`config.mk`:
```
export PLATFORM = sky130hd
export DESIGN_NAME = mutex_table_with_fifo_handoff
export DESIGN_NICKNAME = d
export VERILOG_FILES = /design/src/rtl/mtf_pkg.sv /design/src/rtl/mtf_ram.sv /design/src/rtl/mtf_front.sv /design/src/rtl/mtf_back.sv /design/src/rtl/mutex_table_with_fifo_handoff.sv
export SDC_FILE = /design/constraint.sdc
export NUM_CORES = 2
export LEC_CHECK = 0
export ABC_AREA = 1
export CAP_MARGIN = 15
export CELL_PAD_IN_SITES_DETAIL_PLACEMENT = 0
export CELL_PAD_IN_SITES_GLOBAL_PLACEMENT = 1
export CORE_MARGIN = 4
export CORE_UTILIZATION = 52
export CTS_CLUSTER_SIZE = 28
export DETAILED_ROUTE_END_ITERATION = 6
export DONT_BUFFER_PORTS = 1
export PLACE_DENSITY_LB_ADDON = 0.1
export SETUP_SLACK_MARGIN = 0.5
export SLEW_MARGIN = 20
export SYNTH_ARGS = -nofsm -noshare
export SYNTH_HDL_FRONTEND = slang
export SYNTH_HIERARCHICAL = 1
export SYNTH_SLANG_ARGS = --single-unit
```
`constraint.sdc`:
```
create_clock -name clk -period 12.85 [get_ports clk]
set_input_delay 1.285 -clock clk [delete_from_list [all_inputs] [get_ports clk]]
set_output_delay 1.285 -clock clk [all_outputs]
set_load 0.02 [all_outputs]
```
`src/rtl/mtf_pkg.sv`:
```
// ----------------------------------------------------------------------------
// Mutex table package
// Sizes, request classes, status codes and the request record shared by the
// front and back parts of the lock manager.
// ----------------------------------------------------------------------------
`default_nettype none
package mtf_pkg;

	localparam int NUM_LOCKS      = 16;
	localparam int WAIT_DEPTH     = 8;
	localparam int REQUESTER_BITS = 8;

	localparam int LOCK_W  = (NUM_LOCKS > 1) ? $clog2(NUM_LOCKS) : 1;
	localparam int HEAD_W  = (WAIT_DEPTH > 1) ? $clog2(WAIT_DEPTH) : 1;
	localparam int CNT_W   = $clog2(WAIT_DEPTH + 1);
	localparam int WSTORE_D = NUM_LOCKS * WAIT_DEPTH;
	localparam int WADDR_W = (WSTORE_D > 1) ? $clog2(WSTORE_D) : 1;

	// Field widths of the ports.
	localparam int KIND_W   = 2;
	localparam int INDEX_W  = 4;
	localparam int REQ_W    = 8;
	localparam int STATUS_W = 2;

	// Request kinds as they arrive on the port.
	localparam logic [KIND_W-1:0] KIND_CREATE  = 2'd0;
	localparam logic [KIND_W-1:0] KIND_ACQUIRE = 2'd1;
	localparam logic [KIND_W-1:0] KIND_RELEASE = 2'd2;

	// Status codes.
	localparam logic [STATUS_W-1:0] ST_OK     = 2'd0;
	localparam logic [STATUS_W-1:0] ST_QUEUED = 2'd1;
	localparam logic [STATUS_W-1:0] ST_ERROR  = 2'd2;

	// Request class decided by the front part.
	typedef enum logic [1:0] {
		CL_CREATE,
		CL_ACQUIRE,
		CL_RELEASE,
		CL_BAD
	} req_class_t;

	typedef struct packed {
		req_class_t                cls;
		logic [INDEX_W-1:0]        idx;
		logic                      idx_ok;
		logic [REQUESTER_BITS-1:0] who;
	} req_t;

endpackage
`default_nettype wire

```
`src/rtl/mtf_ram.sv`:
```
// ----------------------------------------------------------------------------
// Generic RAM
// One write port and one read port with registered read data.
// ----------------------------------------------------------------------------
`default_nettype none
module mtf_ram #(
	parameter int W = 8,
	parameter int D = 16
) (
	input  wire logic                             clk,
	input  wire logic                             we,
	input  wire logic [((D > 1) ? $clog2(D) : 1)-1:0] waddr,
	input  wire logic [W-1:0]                     wdata,
	input  wire logic                             re,
	input  wire logic [((D > 1) ? $clog2(D) : 1)-1:0] raddr,
	output logic      [W-1:0]                     rdata
);

	logic [W-1:0] mem [D];

	// Read data registered; a read of the address being written returns the old data.
	always_ff @(posedge clk) begin
		if (we) begin
			mem[waddr] <= wdata;
		end
		if (re) begin
			rdata <= mem[raddr];
		end
	end

endmodule
`default_nettype wire

```
`src/rtl/mtf_front.sv`:
```
// ----------------------------------------------------------------------------
// Mutex table front part
// Accepts requests, classifies them and holds them in a two-entry queue.
// ----------------------------------------------------------------------------
`default_nettype none
module mtf_front (
	input  wire logic                         clk,
	input  wire logic                         arst_n,
	input  wire logic                         start,
	output logic                              busy,
	input  wire logic [mtf_pkg::KIND_W-1:0]   kind,
	input  wire logic [mtf_pkg::INDEX_W-1:0]  lock_index,
	input  wire logic [mtf_pkg::REQ_W-1:0]    requester,
	output logic                              q_valid,
	output mtf_pkg::req_t                     q_req,
	input  wire logic                         q_pop
);

	mtf_pkg::req_t req_in;
	mtf_pkg::req_t fifo_q [2];
	logic          wr_ptr_q;
	logic          rd_ptr_q;
	logic [1:0]    cnt_q;
	logic          push;

	// Classify the incoming request.
	always_comb begin
		unique case (kind)
			mtf_pkg::KIND_CREATE:  req_in.cls = mtf_pkg::CL_CREATE;
			mtf_pkg::KIND_ACQUIRE: req_in.cls = mtf_pkg::CL_ACQUIRE;
			mtf_pkg::KIND_RELEASE: req_in.cls = mtf_pkg::CL_RELEASE;
			default:               req_in.cls = mtf_pkg::CL_BAD;
		endcase
		req_in.idx    = lock_index;
		req_in.idx_ok = (32'(lock_index) < mtf_pkg::NUM_LOCKS);
		req_in.who    = mtf_pkg::REQUESTER_BITS'(requester);
	end

	assign busy    = (cnt_q == 2'd2);
	assign push    = start && !busy;
	assign q_valid = (cnt_q != 2'd0);
	assign q_req   = fifo_q[rd_ptr_q];

	// Queue payload.
	always_ff @(posedge clk) begin
		if (push) begin
			fifo_q[wr_ptr_q] <= req_in;
		end
	end

	// Queue pointers and fill count.
	always_ff @(posedge clk or negedge arst_n) begin
		if (!arst_n) begin
			wr_ptr_q <= 1'b0;
			rd_ptr_q <= 1'b0;
			cnt_q    <= 2'd0;
		end else begin
			if (push) begin
				wr_ptr_q <= !wr_ptr_q;
			end
			if (q_pop) begin
				rd_ptr_q <= !rd_ptr_q;
			end
			if (push && !q_pop) begin
				cnt_q <= cnt_q + 2'd1;
			end else if (!push && q_pop) begin
				cnt_q <= cnt_q - 2'd1;
			end
		end
	end

endmodule
`default_nettype wire

```
`src/rtl/mtf_back.sv`:
```
// ----------------------------------------------------------------------------
// Mutex table back part
// Executes a request by first reading the waiter store, then updating the
// lock entry and registering the result.
// ----------------------------------------------------------------------------
`default_nettype none
module mtf_back (
	input  wire logic                          clk,
	input  wire logic                          arst_n,
	input  wire logic                          q_valid,
	input  wire mtf_pkg::req_t                 q_req,
	output logic                               q_pop,
	output logic                               done,
	output logic [mtf_pkg::STATUS_W-1:0]       status,
	output logic [mtf_pkg::INDEX_W-1:0]        new_lock,
	output logic                               handoff_valid,
	output logic [mtf_pkg::REQ_W-1:0]          handoff_process
);

	localparam int LW = mtf_pkg::LOCK_W;
	localparam int HW = mtf_pkg::HEAD_W;
	localparam int CW = mtf_pkg::CNT_W;
	localparam int RB = mtf_pkg::REQUESTER_BITS;
	localparam int AW = mtf_pkg::WADDR_W;

	logic [mtf_pkg::NUM_LOCKS-1:0] in_use_q;
	logic [mtf_pkg::NUM_LOCKS-1:0] held_q;
	logic [RB-1:0]                 owner_q [mtf_pkg::NUM_LOCKS];
	logic [HW-1:0]                 head_q  [mtf_pkg::NUM_LOCKS];
	logic [CW-1:0]                 count_q [mtf_pkg::NUM_LOCKS];

	logic          vld_s1;
	mtf_pkg::req_t req_s1;

	logic [LW-1:0] pop_sel;
	logic [AW-1:0] rd_addr;
	logic [RB-1:0] rd_data;

	logic [LW-1:0] sel;
	logic [HW-1:0] cur_head;
	logic [CW-1:0] cur_count;
	logic [HW:0]   tail_sum;
	logic [HW-1:0] tail_slot;
	logic [HW-1:0] head_next;
	logic          entry_ok;
	logic          free_found;
	logic [LW-1:0] free_sel;

	logic                          ram_we;
	logic [AW-1:0]                 wr_addr;
	logic [mtf_pkg::STATUS_W-1:0]  st_d;
	logic [mtf_pkg::INDEX_W-1:0]   nl_d;
	logic                          hv_d;
	logic [RB-1:0]                 hp_d;

	typedef enum logic [2:0] {
		UP_NONE,
		UP_CREATE,
		UP_GRANT,
		UP_ENQUEUE,
		UP_HANDOFF,
		UP_FREE
	} upd_t;
	upd_t upd;

	// Take a request whenever the execute stage is empty.
	assign q_pop   = q_valid && !vld_s1;
	assign pop_sel = LW'(q_req.idx);
	assign rd_addr = AW'(32'(pop_sel) * mtf_pkg::WAIT_DEPTH + 32'(head_q[pop_sel]));

	mtf_ram #(.W(RB), .D(mtf_pkg::WSTORE_D)) u_wstore (
		.clk   (clk),
		.we    (ram_we),
		.waddr (wr_addr),
		.wdata (req_s1.who),
		.re    (q_pop),
		.raddr (rd_addr),
		.rdata (rd_data)
	);

	// Stage register.
	always_ff @(posedge clk) begin
		if (q_pop) begin
			req_s1 <= q_req;
		end
	end

	always_ff @(posedge clk or negedge arst_n) begin
		if (!arst_n) begin
			vld_s1 <= 1'b0;
		end else begin
			vld_s1 <= q_pop;
		end
	end

	// Lowest free entry for a create.
	always_comb begin
		free_found = 1'b0;
		free_sel   = '0;
		for (int i = mtf_pkg::NUM_LOCKS - 1; i >= 0; i--) begin
			if (!in_use_q[i]) begin
				free_found = 1'b1;
				free_sel   = LW'(i);
			end
		end
	end

	// Entry fields and queue slot arithmetic.
	assign sel       = LW'(req_s1.idx);
	assign cur_head  = head_q[sel];
	assign cur_count = count_q[sel];
	assign entry_ok  = req_s1.idx_ok && in_use_q[sel];
	assign tail_sum  = (HW + 1)'(cur_head) + (HW + 1)'(cur_count);
	assign tail_slot = (32'(tail_sum) >= mtf_pkg::WAIT_DEPTH)
		? HW'(32'(tail_sum) - mtf_pkg::WAIT_DEPTH) : HW'(tail_sum);
	assign head_next = (32'(cur_head) == mtf_pkg::WAIT_DEPTH - 1) ? '0 : cur_head + HW'(1);
	assign wr_addr   = AW'(32'(sel) * mtf_pkg::WAIT_DEPTH + 32'(tail_slot));

	// Decide the outcome of the request in the execute stage.
	always_comb begin
		upd  = UP_NONE;
		st_d = mtf_pkg::ST_ERROR;
		nl_d = '0;
		hv_d = 1'b0;
		hp_d = '0;
		unique case (req_s1.cls)
			mtf_pkg::CL_CREATE: begin
				if (free_found) begin
					upd  = UP_CREATE;
					st_d = mtf_pkg::ST_OK;
					nl_d = mtf_pkg::INDEX_W'(free_sel);
				end
			end
			mtf_pkg::CL_ACQUIRE: begin
				if (entry_ok) begin
					if (!held_q[sel]) begin
						upd  = UP_GRANT;
						st_d = mtf_pkg::ST_OK;
					end else if (owner_q[sel] != req_s1.who
						&& cur_count != CW'(mtf_pkg::WAIT_DEPTH)) begin
						upd  = UP_ENQUEUE;
						st_d = mtf_pkg::ST_QUEUED;
					end
				end
			end
			mtf_pkg::CL_RELEASE: begin
				if (entry_ok && held_q[sel] && owner_q[sel] == req_s1.who) begin
					st_d = mtf_pkg::ST_OK;
					if (cur_count != '0) begin
						upd  = UP_HANDOFF;
						hv_d = 1'b1;
						hp_d = rd_data;
					end else begin
						upd = UP_FREE;
					end
				end
			end
			default: begin
				upd = UP_NONE;
			end
		endcase
	end

	assign ram_we = vld_s1 && (upd == UP_ENQUEUE);

	// Lock table update.
	always_ff @(posedge clk or negedge arst_n) begin
		if (!arst_n) begin
			in_use_q <= '0;
			held_q   <= '0;
			for (int i = 0; i < mtf_pkg::NUM_LOCKS; i++) begin
				head_q[i]  <= '0;
				count_q[i] <= '0;
			end
		end else if (vld_s1) begin
			unique case (upd)
				UP_CREATE: begin
					in_use_q[free_sel] <= 1'b1;
					held_q[free_sel]   <= 1'b0;
					head_q[free_sel]   <= '0;
					count_q[free_sel]  <= '0;
				end
				UP_GRANT: begin
					held_q[sel] <= 1'b1;
				end
				UP_ENQUEUE: begin
					count_q[sel] <= cur_count + CW'(1);
				end
				UP_HANDOFF: begin
					head_q[sel]  <= head_next;
					count_q[sel] <= cur_count - CW'(1);
				end
				UP_FREE: begin
					held_q[sel] <= 1'b0;
				end
				default: begin
				end
			endcase
		end
	end

	// Owner store; read only while its lock is held.
	always_ff @(posedge clk) begin
		if (vld_s1 && upd == UP_GRANT) begin
			owner_q[sel] <= req_s1.who;
		end else if (vld_s1 && upd == UP_HANDOFF) begin
			owner_q[sel] <= rd_data;
		end
	end

	// Result register.
	always_ff @(posedge clk) begin
		if (vld_s1) begin
			status          <= st_d;
			new_lock        <= nl_d;
			handoff_valid   <= hv_d;
			handoff_process <= mtf_pkg::REQ_W'(hp_d);
		end
	end

	always_ff @(posedge clk or negedge arst_n) begin
		if (!arst_n) begin
			done <= 1'b0;
		end else begin
			done <= vld_s1;
		end
	end

endmodule
`default_nettype wire

```
`src/rtl/mutex_table_with_fifo_handoff.sv`:
```
// ----------------------------------------------------------------------------
// Mutex table with FIFO handoff
// Lock manager with per-lock owner and waiter queue; a release passes the
// lock to the oldest waiter.
//
// Channel   Signals                                     Transfer
// request   start, busy, kind, lock_index, requester    start && !busy
// result    done, status, new_lock, handoff_valid,      done (one cycle)
//           handoff_process
//
// A request is popped from the queue while the waiter store RAM is read,
// then updates the lock entry in the execute stage, and its result is
// registered. The back part pops no new request while one is in the single
// execute stage. A two-entry queue between front and back raises busy only
// when full. Reset clears all lock marks and queue counters at once.
// ----------------------------------------------------------------------------
`default_nettype none
module mutex_table_with_fifo_handoff (
	input  wire logic                          clk,
	input  wire logic                          arst_n,
	input  wire logic                          start,
	output logic                               busy,
	input  wire logic [mtf_pkg::KIND_W-1:0]    kind,
	input  wire logic [mtf_pkg::INDEX_W-1:0]   lock_index,
	input  wire logic [mtf_pkg::REQ_W-1:0]     requester,
	output logic                               done,
	output logic [mtf_pkg::STATUS_W-1:0]       status,
	output logic [mtf_pkg::INDEX_W-1:0]        new_lock,
	output logic                               handoff_valid,
	output logic [mtf_pkg::REQ_W-1:0]          handoff_process
);

	logic          q_valid;
	logic          q_pop;
	mtf_pkg::req_t q_req;

	mtf_front u_front (
		.clk        (clk),
		.arst_n     (arst_n),
		.start      (start),
		.busy       (busy),
		.kind       (kind),
		.lock_index (lock_index),
		.requester  (requester),
		.q_valid    (q_valid),
		.q_req      (q_req),
		.q_pop      (q_pop)
	);

	mtf_back u_back (
		.clk             (clk),
		.arst_n          (arst_n),
		.q_valid         (q_valid),
		.q_req           (q_req),
		.q_pop           (q_pop),
		.done            (done),
		.status          (status),
		.new_lock        (new_lock),
		.handoff_valid   (handoff_valid),
		.handoff_process (handoff_process)
	);

	// A popped request always gives a result, after the execute stage and the result register.
	a_done_after_pop: assert property (@(posedge clk) disable iff (!arst_n)
		q_pop |=> ##1 done)
		else $error("result did not follow a popped request");

	// Results never come back to back.
	a_done_spaced: assert property (@(posedge clk) disable iff (!arst_n)
		done |=> !done)
		else $error("two results in consecutive cycles");

	// A handoff is always a successful release.
	a_handoff_ok: assert property (@(posedge clk) disable iff (!arst_n)
		(done && handoff_valid) |-> (status == mtf_pkg::ST_OK && new_lock == '0))
		else $error("handoff reported with a bad status");

endmodule
`default_nettype wire
```
==> impl_metrics.py <==
metrics = {
    "run_status": {
        "status": "finished clean",
    },
    "clock_tree": {
        "tritoncts": "done",
        "hold_buffers": 0,
        "ctsResizeCount": 0,
        "root_buffer": "clkbuf_16",
        "ctsHtreeMaxLevel": 4,
        "clk_latency_ns": 0.78,
        "cts_buffer_depth": 3,
        "cts_sinks": 1372,
        "postCtsSetupBuffers": 0,
        "cts_buffers": 149,
        "clk_pin_slew_worst_paths_ns": 0.06,
    },
    "floorplan": {
        "die_area_um2": 120700,
        "die_w_um": 347.4,
        "pin_count": 34,
        "rows": 124,
        "fp.coreArea_um2": 114300,
        "chipHeight_um": 347.4,
        "start_util": 0.5238,
    },
    "yosys": {
        "synthCells": 5729,
        "async_reset_ff_frac": 0.1093,
        "synth_area_per_cell_um2": 10.45,
        "ys_warn_count": 6,
        "synth_nets": 5753,
        "yosys.area.top_type_share": 0.6107,
        "ys_ff_latch": 1372,
        "synth-edff-count": 1218,
        "synth.most_common_cell": "nand2_1",
        "synthFlopType": "edfxtp_1",
        "synthDistinctLibCells": 52,
        "syn-cell-area_um2": 59890,
        "ys_seq_area_frac": 0.6747,
        "synth_common_cells": "nand2_1, edfxtp_1, nand3_1",
        "synth_area_leader_cell": "edfxtp_1",
        "synthTopCellsByArea": "edfxtp_1, nand2_1, nand3_1",
    },
    "pwr": {
        "power_frac_seq": 0.333,
        "swShare": 0.4332,
        "ir_drop_mv": 0.3749,
        "leakage_nw": 24.76,
        "pwr-share-comb": 0.425,
        "power_density_nw_per_um2": 264.5,
        "power_frac_clock": 0.242,
        "switchingPower_w": 0.007480,
        "p_int_w": 0.009789,
    },
    "setup_path": {
        "path_common_cell": "nand2_1",
        "end_kind": "flop",
        "crit_required_ns": 13.37,
        "cp.depth": 17,
        "crit_buf_inv": 3,
        "startpoint": "u_front/rd_ptr_q",
        "cp_max_fo": 104,
        "crit_path_start_kind": "flop",
        "path_class": "reg -> reg",
        "reg2reg_from": "u_front/rd_ptr_q",
        "crit_family": "buffers and inverters",
        "reg2reg_depth": 17,
        "cp_data_arrival_time_ns": 6.94,
        "cp_slowest_stage_delay_ns": 0.92,
        "path_cells": "mux2_4 -> inv_1 -> o21ai_0 -> o22ai_1 -> o211ai_1 -> nand2_4 -> inv_8 -> buf_4 -> nand3_1 -> nand3_1 -> nand3_1 -> nand2_1 -> nand2_1 -> nand3_1 -> nand2_1 -> nand2_1 -> nand2_1",
        "crit_slowest_cell": "buf_4",
    },
    "hold_path": {
        "hold_path.class": "in -> async",
    },
    "sta": {
        "setup_tns_ns": 0,
        "finalMaxSlewViolations": 0,
        "rsz0062_at_grt": "false",
        "fmax_mhz": 155.9,
        "finalClockSkew_ns": 0.03375,
        "holdWs_ns": 0.1958,
        "finalCritPeriodShare": 0.4990,
        "hold_viol": 0,
        "max_slew_margin": 0.2205,
        "tightest_slew_ns": 1.163,
        "finalCriticalPeriod_ns": 6.413,
        "setup_viol": 0,
    },
    "final_layout": {
        "layout.nets": 5631,
        "nFillCells": 9777,
        "multi_input_area_um2": 16770,
        "syn2layout_area_growth_pct": 9.036,
        "stdcell_area_um2": 65300,
        "drive_gt1_frac": 0.05686,
        "ff_latch_area_um2": 40410,
    },
    "run": {
        "maxCapViolations": 0,
    },
    "routing": {
        "avgViaCountPerCell": 5.901,
        "drt_pass1_iterations": 7,
        "wl_um": 173300,
        "vias": 42667,
        "antenna_left": 0,
        "drtIter0Drc": 4975,
        "drc": 0,
        "wl_per_cell_um": 23.97,
    },
    "placed_design": {
        "hpwl_um": 100800,
        "placed_area_um2": 60550,
        "place.gp.congestion": 0.8545,
        "portBuffers": 0,
    },
    "global_routing": {
        "grt.total_usage": 0.2841,
        "grt_max_degree": 292,
        "antenna_found_initial": 4,
        "gr-total-overflow": 0,
        "grt_pass1_vias": 40492,
        "grt_pass1_wl_um": 259200,
    },
}
per-stage QoR:
step,power (W),setup slack [ns],cells,utilization
6_report,0.01727,6.437,7231,0.5711
5_1_grt,0.01819,6.020,7228,0.5710
4_1_cts,0.01727,6.491,7227,0.5707
3_5_place_dp,0.01310,6.523,6967,0.5295
3_3_place_gp,0.01310,6.426,6967,0.5295
2_1_floorplan,0.01077,8.492,5729,-
logic make-up after synthesis:
logic type      synth area share
mux                     0.003196
xor+xnor                0.001295
simple gates              0.2353
buf+inv                  0.04611
flops                     0.6747
compound gates           0.03773
fa+ha+maj               0.001588
other cells           0.00006262
power groups by stage:
stage          sequential, W  combinational (W)  clock, W
2_1_floorplan        0.00606            0.00471         0
3_3_place_gp         0.00585            0.00725         0
3_5_place_dp         0.00585            0.00725         0
5_1_grt              0.00577            0.00799   0.00443
4_1_cts              0.00576            0.00726   0.00425
6_report             0.00576            0.00733   0.00418
worst register-to-register path, cell delays in order, from the launching register on:
cell	delay [ns]
dfrtp_1	0.87
mux2_4	0.64
inv_1	0.51
o21ai_0	0.29
o22ai_1	0.12
o211ai_1	0.28
nand2_4	0.46
inv_8	0.75
buf_4	0.98
nand3_1	0.22
nand3_1	0.13
nand3_1	0.13
nand2_1	0.14
nand2_1	0.06
nand3_1	0.32
nand2_1	0.10
nand2_1	0.11
nand2_1	0.06
state kept, by name, summed over array words and instances (netlist names), 2 cells and up, named ones only:
register,count
u_back/req_s1,11
u_back/handoff_process,8
u_back/sel,4
u_front/fifo_q,28
u_back/u_wstore/mem,1024
u_back/owner_q,128
u_front/cnt_q,2
u_back/in_use_q,16
u_back/held_q,16
u_back/count_q,64
u_back/u_wstore/rdata,8
u_back/new_lock,4
u_back/head_q,48
u_back/status,2
cell type report:
type	count	area share
clock buffer	194	0.06277
tap	1512	0.02897
clock inverter	66	0.009446
multi-input combinational	3780	0.2568
antenna	3	0.0001150
sequential	1372	0.6188
inverter	238	0.01412
timing repair buffer	66	0.008910
routing by layer:
layer	global-route usage	part of all wire	vias up
met3	0.04251	0.080	274
met5	0	0.000058	-
met1	0.4231	0.44	21098
met2	0.4386	0.46	1806
li1	-	-	19487
met4	0.08193	0.024	2
worst paths after layout:
kind / end / slack (ns)
min in group clk: u_back/head_q[20] / 0.47
worst max-delay path: u_back/u_wstore/rdata[6] / 6.44
max in group asynchronous: u_back/count_q[31] / 12.40
worst min-delay path: u_back/held_q[14] / 0.20
worst min register to register: u_back/head_q[20] / 0.47
worst max register to register: u_back/u_wstore/rdata[6] / 6.44
cells in the final DEF (no fill, tap or decap), types with 3 or more instances in the layout:
master,Yosys,layout
o21ai_0,238,231
xor2_1,5,3
clkbuf_1,88,35
a22oi_1,20,20
o21ai_2,5,5
diode_2,0,3
o21ai_1,12,19
nor2_2,7,7
edfxtp_1,1218,1218
clkinv_2,0,17
mux2_2,5,5
nand2_4,1,4
o22ai_1,27,27
dfxtp_1,4,3
o31ai_1,3,3
inv_6,0,3
nor3_1,14,14
nand2_2,3,6
inv_2,12,12
o211ai_1,42,42
o21bai_1,7,7
buf_12,1,5
inv_1,225,222
nand3_1,1070,1070
a22o_1,3,3
o221ai_1,5,5
nand2_1,1963,1957
buf_4,50,59
bufinv_16,0,12
clkinv_1,0,30
dfrtp_1,150,150
ha_1,6,6
a21oi_1,26,26
clkbuf_16,0,158
nor2_1,267,267
nand4_1,23,23
mux2_4,9,9
No activity file was read; power rests on OpenSTA's default activity.
